## config.mk

```make
export PLATFORM = sky130hd
export DESIGN_NAME = lag_row_update
export DESIGN_NICKNAME = d
export VERILOG_FILES = /design/src/rtl/core/lag_pkg.sv /design/src/rtl/core/lag_row_update.sv
export SDC_FILE = /design/constraint.sdc
export NUM_CORES = 1
export LEC_CHECK = 0
export ABC_AREA = 0
export CORE_UTILIZATION = 69
export DETAILED_ROUTE_END_ITERATION = 16
export DONT_BUFFER_PORTS = 1
export PLACE_DENSITY = 0.85
export SLEW_MARGIN = 0
export SYNTH_ARGS = -nofsm -noshare
export SYNTH_HDL_FRONTEND = slang
export SYNTH_SLANG_ARGS = --single-unit
```

## constraint.sdc

```tcl
create_clock -name vclk -period 12.55
set_input_delay 1.255 -clock vclk [all_inputs]
set_output_delay 1.255 -clock vclk [all_outputs]
set_load 0.02 [all_outputs]
```

## src/rtl/core/lag_pkg.sv

```systemverilog
// Shared types, widths and codes for the life automaton generation block.
// Used by life_automaton_generation and lag_row_update; depends on nothing.
package lag_pkg;

  // Default grid size.
  localparam int LAG_MAX_ROWS    = 64;
  localparam int LAG_MAX_COLUMNS = 64;

  // Field widths.
  localparam int OP_W        = 2;
  localparam int ROW_W       = 6;
  localparam int COL_W       = 6;
  localparam int SIZE_W      = 7;
  localparam int RULE_W      = 4;
  localparam int COUNT_W     = 4;
  localparam int CFG_INDEX_W = 3;
  localparam int CFG_DATA_W  = 7;

  // Command codes. Any code other than toggle or generation reads the cell.
  localparam logic [OP_W-1:0] OP_TOGGLE = 2'd0;
  localparam logic [OP_W-1:0] OP_GEN    = 2'd2;

  // Configuration register indexes.
  localparam logic [CFG_INDEX_W-1:0] CFG_ACTIVE_ROWS    = 3'd0;
  localparam logic [CFG_INDEX_W-1:0] CFG_ACTIVE_COLUMNS = 3'd1;
  localparam logic [CFG_INDEX_W-1:0] CFG_BIRTH_COUNT    = 3'd2;
  localparam logic [CFG_INDEX_W-1:0] CFG_SURVIVE_MIN    = 3'd3;
  localparam logic [CFG_INDEX_W-1:0] CFG_SURVIVE_MAX    = 3'd4;

  // Register values after reset.
  localparam logic [SIZE_W-1:0] RST_ACTIVE_ROWS    = 7'd64;
  localparam logic [SIZE_W-1:0] RST_ACTIVE_COLUMNS = 7'd64;
  localparam logic [RULE_W-1:0] RST_BIRTH_COUNT    = 4'd3;
  localparam logic [RULE_W-1:0] RST_SURVIVE_MIN    = 4'd2;
  localparam logic [RULE_W-1:0] RST_SURVIVE_MAX    = 4'd3;

  // One command transfer.
  typedef struct packed {
    logic [OP_W-1:0]  op;
    logic [ROW_W-1:0] row;
    logic [COL_W-1:0] column;
  } cmd_t;

  // One result transfer.
  typedef struct packed {
    logic cell_alive;
    logic stable;
    logic out_of_range;
  } result_t;

  // Birth and survival rule handed to the row update logic.
  typedef struct packed {
    logic [RULE_W-1:0] birth_count;
    logic [RULE_W-1:0] survive_min;
    logic [RULE_W-1:0] survive_max;
  } rule_t;

endpackage

```

## src/rtl/core/lag_row_update.sv

```systemverilog
// Next-generation logic for one grid row from the old rows above, at and below it.
// Depends on lag_pkg for the rule struct and the neighbor count width.
module lag_row_update
  import lag_pkg::*;
#(
  parameter int COLUMNS = LAG_MAX_COLUMNS
) (
  input  logic [COLUMNS-1:0] above,
  input  logic [COLUMNS-1:0] current,
  input  logic [COLUMNS-1:0] below,
  input  logic [COLUMNS-1:0] keep,
  input  rule_t              rule,
  output logic [COLUMNS-1:0] next_row,
  output logic               changed
);

  logic [COLUMNS+1:0] above_pad;
  logic [COLUMNS+1:0] current_pad;
  logic [COLUMNS+1:0] below_pad;

  // Zero padding on both sides makes the edge columns see dead neighbors.
  assign above_pad   = {1'b0, above, 1'b0};
  assign current_pad = {1'b0, current, 1'b0};
  assign below_pad   = {1'b0, below, 1'b0};

  // Count the eight neighbors of every cell and apply the rule.
  always_comb begin
    logic [COUNT_W-1:0] count;
    logic               alive;
    next_row = '0;
    for (int c = 0; c < COLUMNS; c++) begin
      count = COUNT_W'(above_pad[c]) + COUNT_W'(above_pad[c+1]) + COUNT_W'(above_pad[c+2])
            + COUNT_W'(current_pad[c]) + COUNT_W'(current_pad[c+2])
            + COUNT_W'(below_pad[c]) + COUNT_W'(below_pad[c+1]) + COUNT_W'(below_pad[c+2]);
      if (current[c]) begin
        alive = (count >= rule.survive_min) && (count <= rule.survive_max);
      end else begin
        alive = (count == rule.birth_count);
      end
      // Cells outside the active columns stay dead.
      next_row[c] = alive & keep[c];
    end
  end

  assign changed = |((next_row ^ current) & keep);

endmodule

```

==> results of run 1 <==
## layout by cell type, fill, tap and decap left out
| cell | n |
|---|---|
| a32oi_1 | 59 |
| a21boi_0 | 27 |
| nor3_1 | 5 |
| nand2_1 | 29 |
| nor4_1 | 14 |
| o2111a_1 | 9 |
| a21oi_1 | 215 |
| inv_2 | 6 |
| o31ai_1 | 1 |
| o211ai_1 | 1 |
| diode_2 | 1 |
| a31oi_1 | 39 |
| buf_4 | 8 |
| nand4b_1 | 1 |
| nor2_1 | 160 |
| a21o_1 | 1 |
| o21a_1 | 1 |
| ha_1 | 696 |
| o22ai_1 | 105 |
| a21boi_1 | 2 |
| o21bai_1 | 39 |
| and3_1 | 51 |
| a41oi_1 | 2 |
| or3_1 | 2 |
| a2bb2oi_1 | 28 |
| nand3_1 | 123 |
| xnor2_1 | 211 |
| xor2_1 | 67 |
| nand2b_1 | 76 |
| inv_1 | 819 |
| and2_1 | 1 |
| fa_1 | 252 |
| nand4_1 | 2 |
| a211oi_1 | 38 |
| o21ba_2 | 2 |
| o21ai_0 | 109 |
| nor2b_1 | 54 |
## Yosys cell counts, types with 2 or more instances
cell type  count  share of area
inv_1        825           0.12
a21boi_0      27         0.0077
and3_1        51          0.012
ha_1         696           0.33
nor2b_1       54          0.013
nor3_1         5        0.00095
a21boi_1       2        0.00057
o21ai_0      109          0.021
nor2_1       160          0.023
xor2_1        67          0.022
nand4_1        2        0.00047
nor4_1        14         0.0033
o22ai_1      105          0.025
a211oi_1      38          0.011
or3_1          2        0.00047
a2bb2oi_1     28         0.0093
nand2b_1      76          0.018
a32oi_1       59          0.020
o21ba_2        2        0.00076
buf_6          6         0.0026
nand3_1      123          0.023
clkbuf_2       2        0.00038
a31oi_1       39         0.0092
o2111a_1       9         0.0038
xnor2_1      211          0.070
fa_1         252           0.19
buf_2          8         0.0015
o21bai_1      39          0.011
buf_4         14         0.0040
a21oi_1      215          0.041
a41oi_1        2        0.00066
nand2_1       29         0.0041
## stage by stage
stage                     hold slack, ns  total power [mW]  cells  instance area, µm²   util
after floorplan                     2.64              2.37   3279               26400      -
after global placement              2.64              2.79   3766               26800  0.713
after detailed placement            2.64              3.04   3766               26800  0.713
after CTS                           2.64              3.06   3766               26800  0.713
after global routing                2.64              3.51   3767               26800  0.713
final                               2.64              3.10   3767               26800  0.713
## kinds of logic (layout without fill, tap and decap cells)
logic type | count (synthesis) | count (layout) | share of synthesized area
AOI/OAI and AO/OA | 678 | 678 | 0.161
other | 0 | 1 | 0
and+or+nand+nor | 518 | 518 | 0.0989
buffers and inverters | 857 | 833 | 0.127
xor gates and xnor gates | 278 | 278 | 0.0923
adders and majority gates | 948 | 948 | 0.521
## final timing paths
kind,start,endpoint,depth (start not counted)
worst min-delay path,current[12],next_row[12],1
worst max-delay path,current[57],changed,18
## worst max-delay path: cells and delay by family
family          cells  cell delay [ns]
compound gates      4             0.58
xor+xnor            1             0.32
fa+ha+maj           6             2.30
buf+inv             3             0.28
simple gates        4             2.23
## routing by layer
metal  part of all wire  vias up  wire length, µm
li1                   -    10941                -
met1               0.38    11408            30200
met2               0.46     1178            36800
met3              0.099      354             7870
met4              0.063        0             5030
met5                  0        -                0
## final cells by class
| cell class | count | area, µm² |
|---|---|---|
| multi-input combinational | 2422 | 23000 |
| fill | 2956 | 10800 |
| timing repair buffer | 8 | 60.1 |
| inverter | 825 | 3100 |
| antenna | 1 | 2.50 |
| tap | 511 | 639 |
## power by group
part,switching (mW),internal (mW)
combinational,1.78,1.33
clock,0,0.0000000107
sequential,0,0
total,1.78,1.33
==> impl_metrics.env, run 1 <==
export IMPL_drtIter0Drc=1533
export IMPL_vdd_ir_drop_worst_mv=0.0563
export IMPL_dieArea_um2=39000
export IMPL_status="completed"
export IMPL_endpoint_kind="output port"
export IMPL_hold_class="primary input to output port"
export IMPL_fin_crit_ns=8.24
export IMPL_ctsHoldBuffers=0
export IMPL_use_met3=0.0895
export IMPL_track_usage=0.403
export IMPL_syn_cell_area_um2=26400
export IMPL_finalNetCount=4473
export IMPL_timing_fmax_mhz=121
export IMPL_setup_viol=0
export IMPL_slowest_delay_ns=0.95
export IMPL_routed_via_density=6.34
export IMPL_cts_resized=0
export IMPL_drt_antenna_violating_nets=0
export IMPL_slew_viol_final=0
export IMPL_worst_pin_slew_ns=1.09
export IMPL_place_congestion=0.964
export IMPL_grt_max_degree=102
export IMPL_critPathLaunchType="primary input"
export IMPL_io_pins=333
export IMPL_drc=0
export IMPL_die_width_um=198
export IMPL_grtUsageMet2=0.684
export IMPL_core_area_um2=37700
export IMPL_crit_type="primary input to output port"
export IMPL_wl_um=79900
export IMPL_powerDensity_nw_per_um2=116
export IMPL_yosys_warnings=0
export IMPL_crit_path_frequent_cell="fa_1"
export IMPL_worstPathRequired_ns=11.30
export IMPL_max_cap_violations=0
export IMPL_regArea_um2=0
export IMPL_synth_net_count=4495
export IMPL_avgSynthCellArea_um2=8.05
export IMPL_dp_hpwl_um=63700
export IMPL_drt_pass1_iterations=6
export IMPL_grt_setup_unrepaired="false"
export IMPL_grt_pass1_wl_um=125000
export IMPL_wl_per_cell_um=21.2
export IMPL_synth_cells=3279
export IMPL_leakage_nw=14.4
export IMPL_finalWorstSetupSlack_ns=4.31
export IMPL_start_util=0.701
export IMPL_pre_cts_ws_ns=4.42
export IMPL_finalCritPeriodShare=0.656
export IMPL_area_growth_pct=1.73
export IMPL_route_vias_total=23881
export IMPL_rows=71
export IMPL_cp_arrival_ns=6.98
export IMPL_setup_tns_final_ns=0
export IMPL_design_seq_count=0
export IMPL_critPathSlowestCell="nor4_1"
export IMPL_grtUsageMet1=0.470
export IMPL_crit_chain="inv_1 -> fa_1 -> fa_1 -> fa_1 -> inv_1 -> ha_1 -> inv_1 -> fa_1 -> xnor2_1 -> ha_1 -> a21oi_1 -> o22ai_1 -> o22ai_1 -> a31oi_1 -> nor4_1 -> nand4_1 -> nor4_1 -> nand4_1"
export IMPL_hold_viol_final=0
export IMPL_post_cts_buffers=0
export IMPL_grt_ovfl_total=0
export IMPL_grt_busiest_layer="met2"
export IMPL_grt_pass1_vias=25126
export IMPL_crit_fanout=3
export IMPL_maxSlewHeadroom=0.265
export IMPL_drive_gt1_frac=0.00492
export IMPL_nClkBuffers=0
export IMPL_die_height_um=198
export IMPL_synth_cell_types=40
export IMPL_antenna_found_initial=2
export IMPL_seq_area_frac_synth=0
export IMPL_portBuffers=0
(Power assumes the default switching activity.)
==> run 2: changes to the inputs <==
--- a/config.mk
+++ b/config.mk
@@ -6,10 +6,10 @@
 export NUM_CORES = 1
 export LEC_CHECK = 0
 export ABC_AREA = 0
-export CORE_UTILIZATION = 69
+export CORE_UTILIZATION = 62
 export DETAILED_ROUTE_END_ITERATION = 16
 export DONT_BUFFER_PORTS = 1
-export PLACE_DENSITY = 0.85
+export PLACE_DENSITY = 0.81
 export SLEW_MARGIN = 0
 export SYNTH_ARGS = -nofsm -noshare
 export SYNTH_HDL_FRONTEND = slang
==> constraint.sdc (replaced) <==
create_clock -name vclk -period 6.61
set_input_delay 0.661 -clock vclk [all_inputs]
set_output_delay 0.661 -clock vclk [all_outputs]
set_load 0.02 [all_outputs]
==> run 2 against run 1 <==
  * Final area increased by 0.55%
  * Sequential share of layout area is the same
  * Flip-flop and latch count unchanged
  * Hold slack lost 1.2 ns
  * Global-route usage decreased by 3.6 points
  * Non-clock buffer count is 6 higher
  * Critical endpoint unchanged
==> impl_metrics.env, run 2 (synthesized netlist as in run 1, its figures left out) <==
export IMPL_status="completed"
export IMPL_wl_um=81200
export IMPL_pre_cts_ws_ns=0.0432
export IMPL_io_pins=333
export IMPL_regArea_um2=0
export IMPL_drt_pass1_iterations=5
export IMPL_crit_fanout=3
export IMPL_grt_max_degree=102
export IMPL_slew_viol_final=0
export IMPL_wl_met2_um=37600
export IMPL_die_width_um=208
export IMPL_cp_arrival_ns=5.71
export IMPL_start_util=0.629
export IMPL_place_congestion=0.968
export IMPL_post_cts_buffers=0
export IMPL_design_seq_count=0
export IMPL_setup_viol=0
export IMPL_route_met3_wl_um=7720
export IMPL_n_fill_cell=3527
export IMPL_fin_crit_ns=6.37
export IMPL_worst_pin_slew_ns=1.06
export IMPL_drive_gt1_frac=0.00736
export IMPL_top_layer="met5"
export IMPL_endpoint_kind="output port"
export IMPL_slowest_delay_ns=0.52
export IMPL_finalWorstSetupSlack_ns=0.243
export IMPL_die_height_um=208
export IMPL_critPathLaunchType="primary input"
export IMPL_portBuffers=0
export IMPL_rows=75
export IMPL_finalNetCount=4479
export IMPL_wl_per_cell_um=21.4
export IMPL_place_inst=3800
export IMPL_final_cells=3802
export IMPL_timing_fmax_mhz=157
export IMPL_final_common_cell="inv_1"
export IMPL_worstPathRequired_ns=5.95
export IMPL_drt_antenna_violating_nets=0
export IMPL_dieArea_um2=43400
export IMPL_crit_type="primary input to output port"
export IMPL_nClkBuffers=0
export IMPL_hold_class="primary input to output port"
export IMPL_grt_pass1_vias=24478
export IMPL_critPathSlowestCell="fa_1"
export IMPL_multiInputGateArea_um2=23100
export IMPL_area_growth_pct=2.28
export IMPL_mostFrequentLayoutCells="inv_1, ha_1, fa_1"
export IMPL_drtIter0Drc=1531
export IMPL_routed_via_density=6.21
export IMPL_antenna_found_initial=5
export IMPL_crit_chain="inv_1 -> fa_1 -> fa_1 -> fa_1 -> inv_1 -> ha_1 -> inv_1 -> fa_1 -> xnor2_1 -> ha_1 -> nand3_1 -> nor2_1 -> o22ai_1 -> a31oi_1 -> nor4_1 -> buf_4 -> nand4_1 -> nor4_2 -> nand4_1 -> buf_4"
export IMPL_max_cap_violations=0
export IMPL_drc=0
export IMPL_crit_path_frequent_cell="fa_1"
export IMPL_route_vias_total=23619
export IMPL_grt_ovfl_total=0
export IMPL_setup_tns_final_ns=0
export IMPL_grt_pass1_wl_um=127000
export IMPL_drt_met1_wl_um=31700
export IMPL_track_usage=0.367
export IMPL_hold_viol_final=0
export IMPL_maxSlewHeadroom=0.292
export IMPL_grt_setup_unrepaired="false"
export IMPL_finalCritPeriodShare=0.963
export IMPL_dp_hpwl_um=65000
export IMPL_core_area_um2=41900
[run 2: changes by cell type in the layout (fill, tap and decap cells not counted)]
cell	previous run	this run
buf_12	0	4
nor4_2	0	2
inv_2	6	5
buf_4	8	10
diode_2	1	2
nor4_1	14	12
clkinv_2	0	1
[run 2: path summary, 6_finish.rpt]
kind,start,end,slack (ns),cells after the start
max,current[58],changed,0.24,20
min,current[27],next_row[27],1.45,1
[run 2: through the flow]
step / hold WS (ns) / utilization / instance area, µm²
final: 1.45 / 0.643 / 27000
after floorplan: 1.45 / - / 26400
after detailed placement: 1.45 / 0.643 / 27000
after CTS: 1.45 / 0.643 / 27000
after global routing: 1.46 / 0.643 / 27000
after global placement: 1.46 / 0.643 / 27000
[run 2: final cells by class]
cell class,instances,area share
diodes,2,0.000185
well taps,539,0.0250
inverters,825,0.115
repair buffers,14,0.00575
multi-input cells,2422,0.854
[run 2: what timing repair did]
| item | in CTS | in global routing |
|---|---|---|
| gates resized for setup | 0 | 2 |
| setup endpoints to repair | 0 | 1 |
| hold buffers | 0 | 0 |
| endpoints found under the hold margin | 0 | 0 |
[run 2: worst max-delay path: cells and delay by family]
family	cells	cell delay, ns
compound gates	2	0.42
xor+xnor	1	0.36
fa+ha+maj	6	2.28
buf+inv	5	0.66
simple gates	6	1.33
[run 2: metal layers]
metal	GRT usage	vias to the layer above
li1	-	10958
met1	0.443	11302
met2	0.618	1081
met3	0.0773	272
met4	0.185	6
met5	0	-
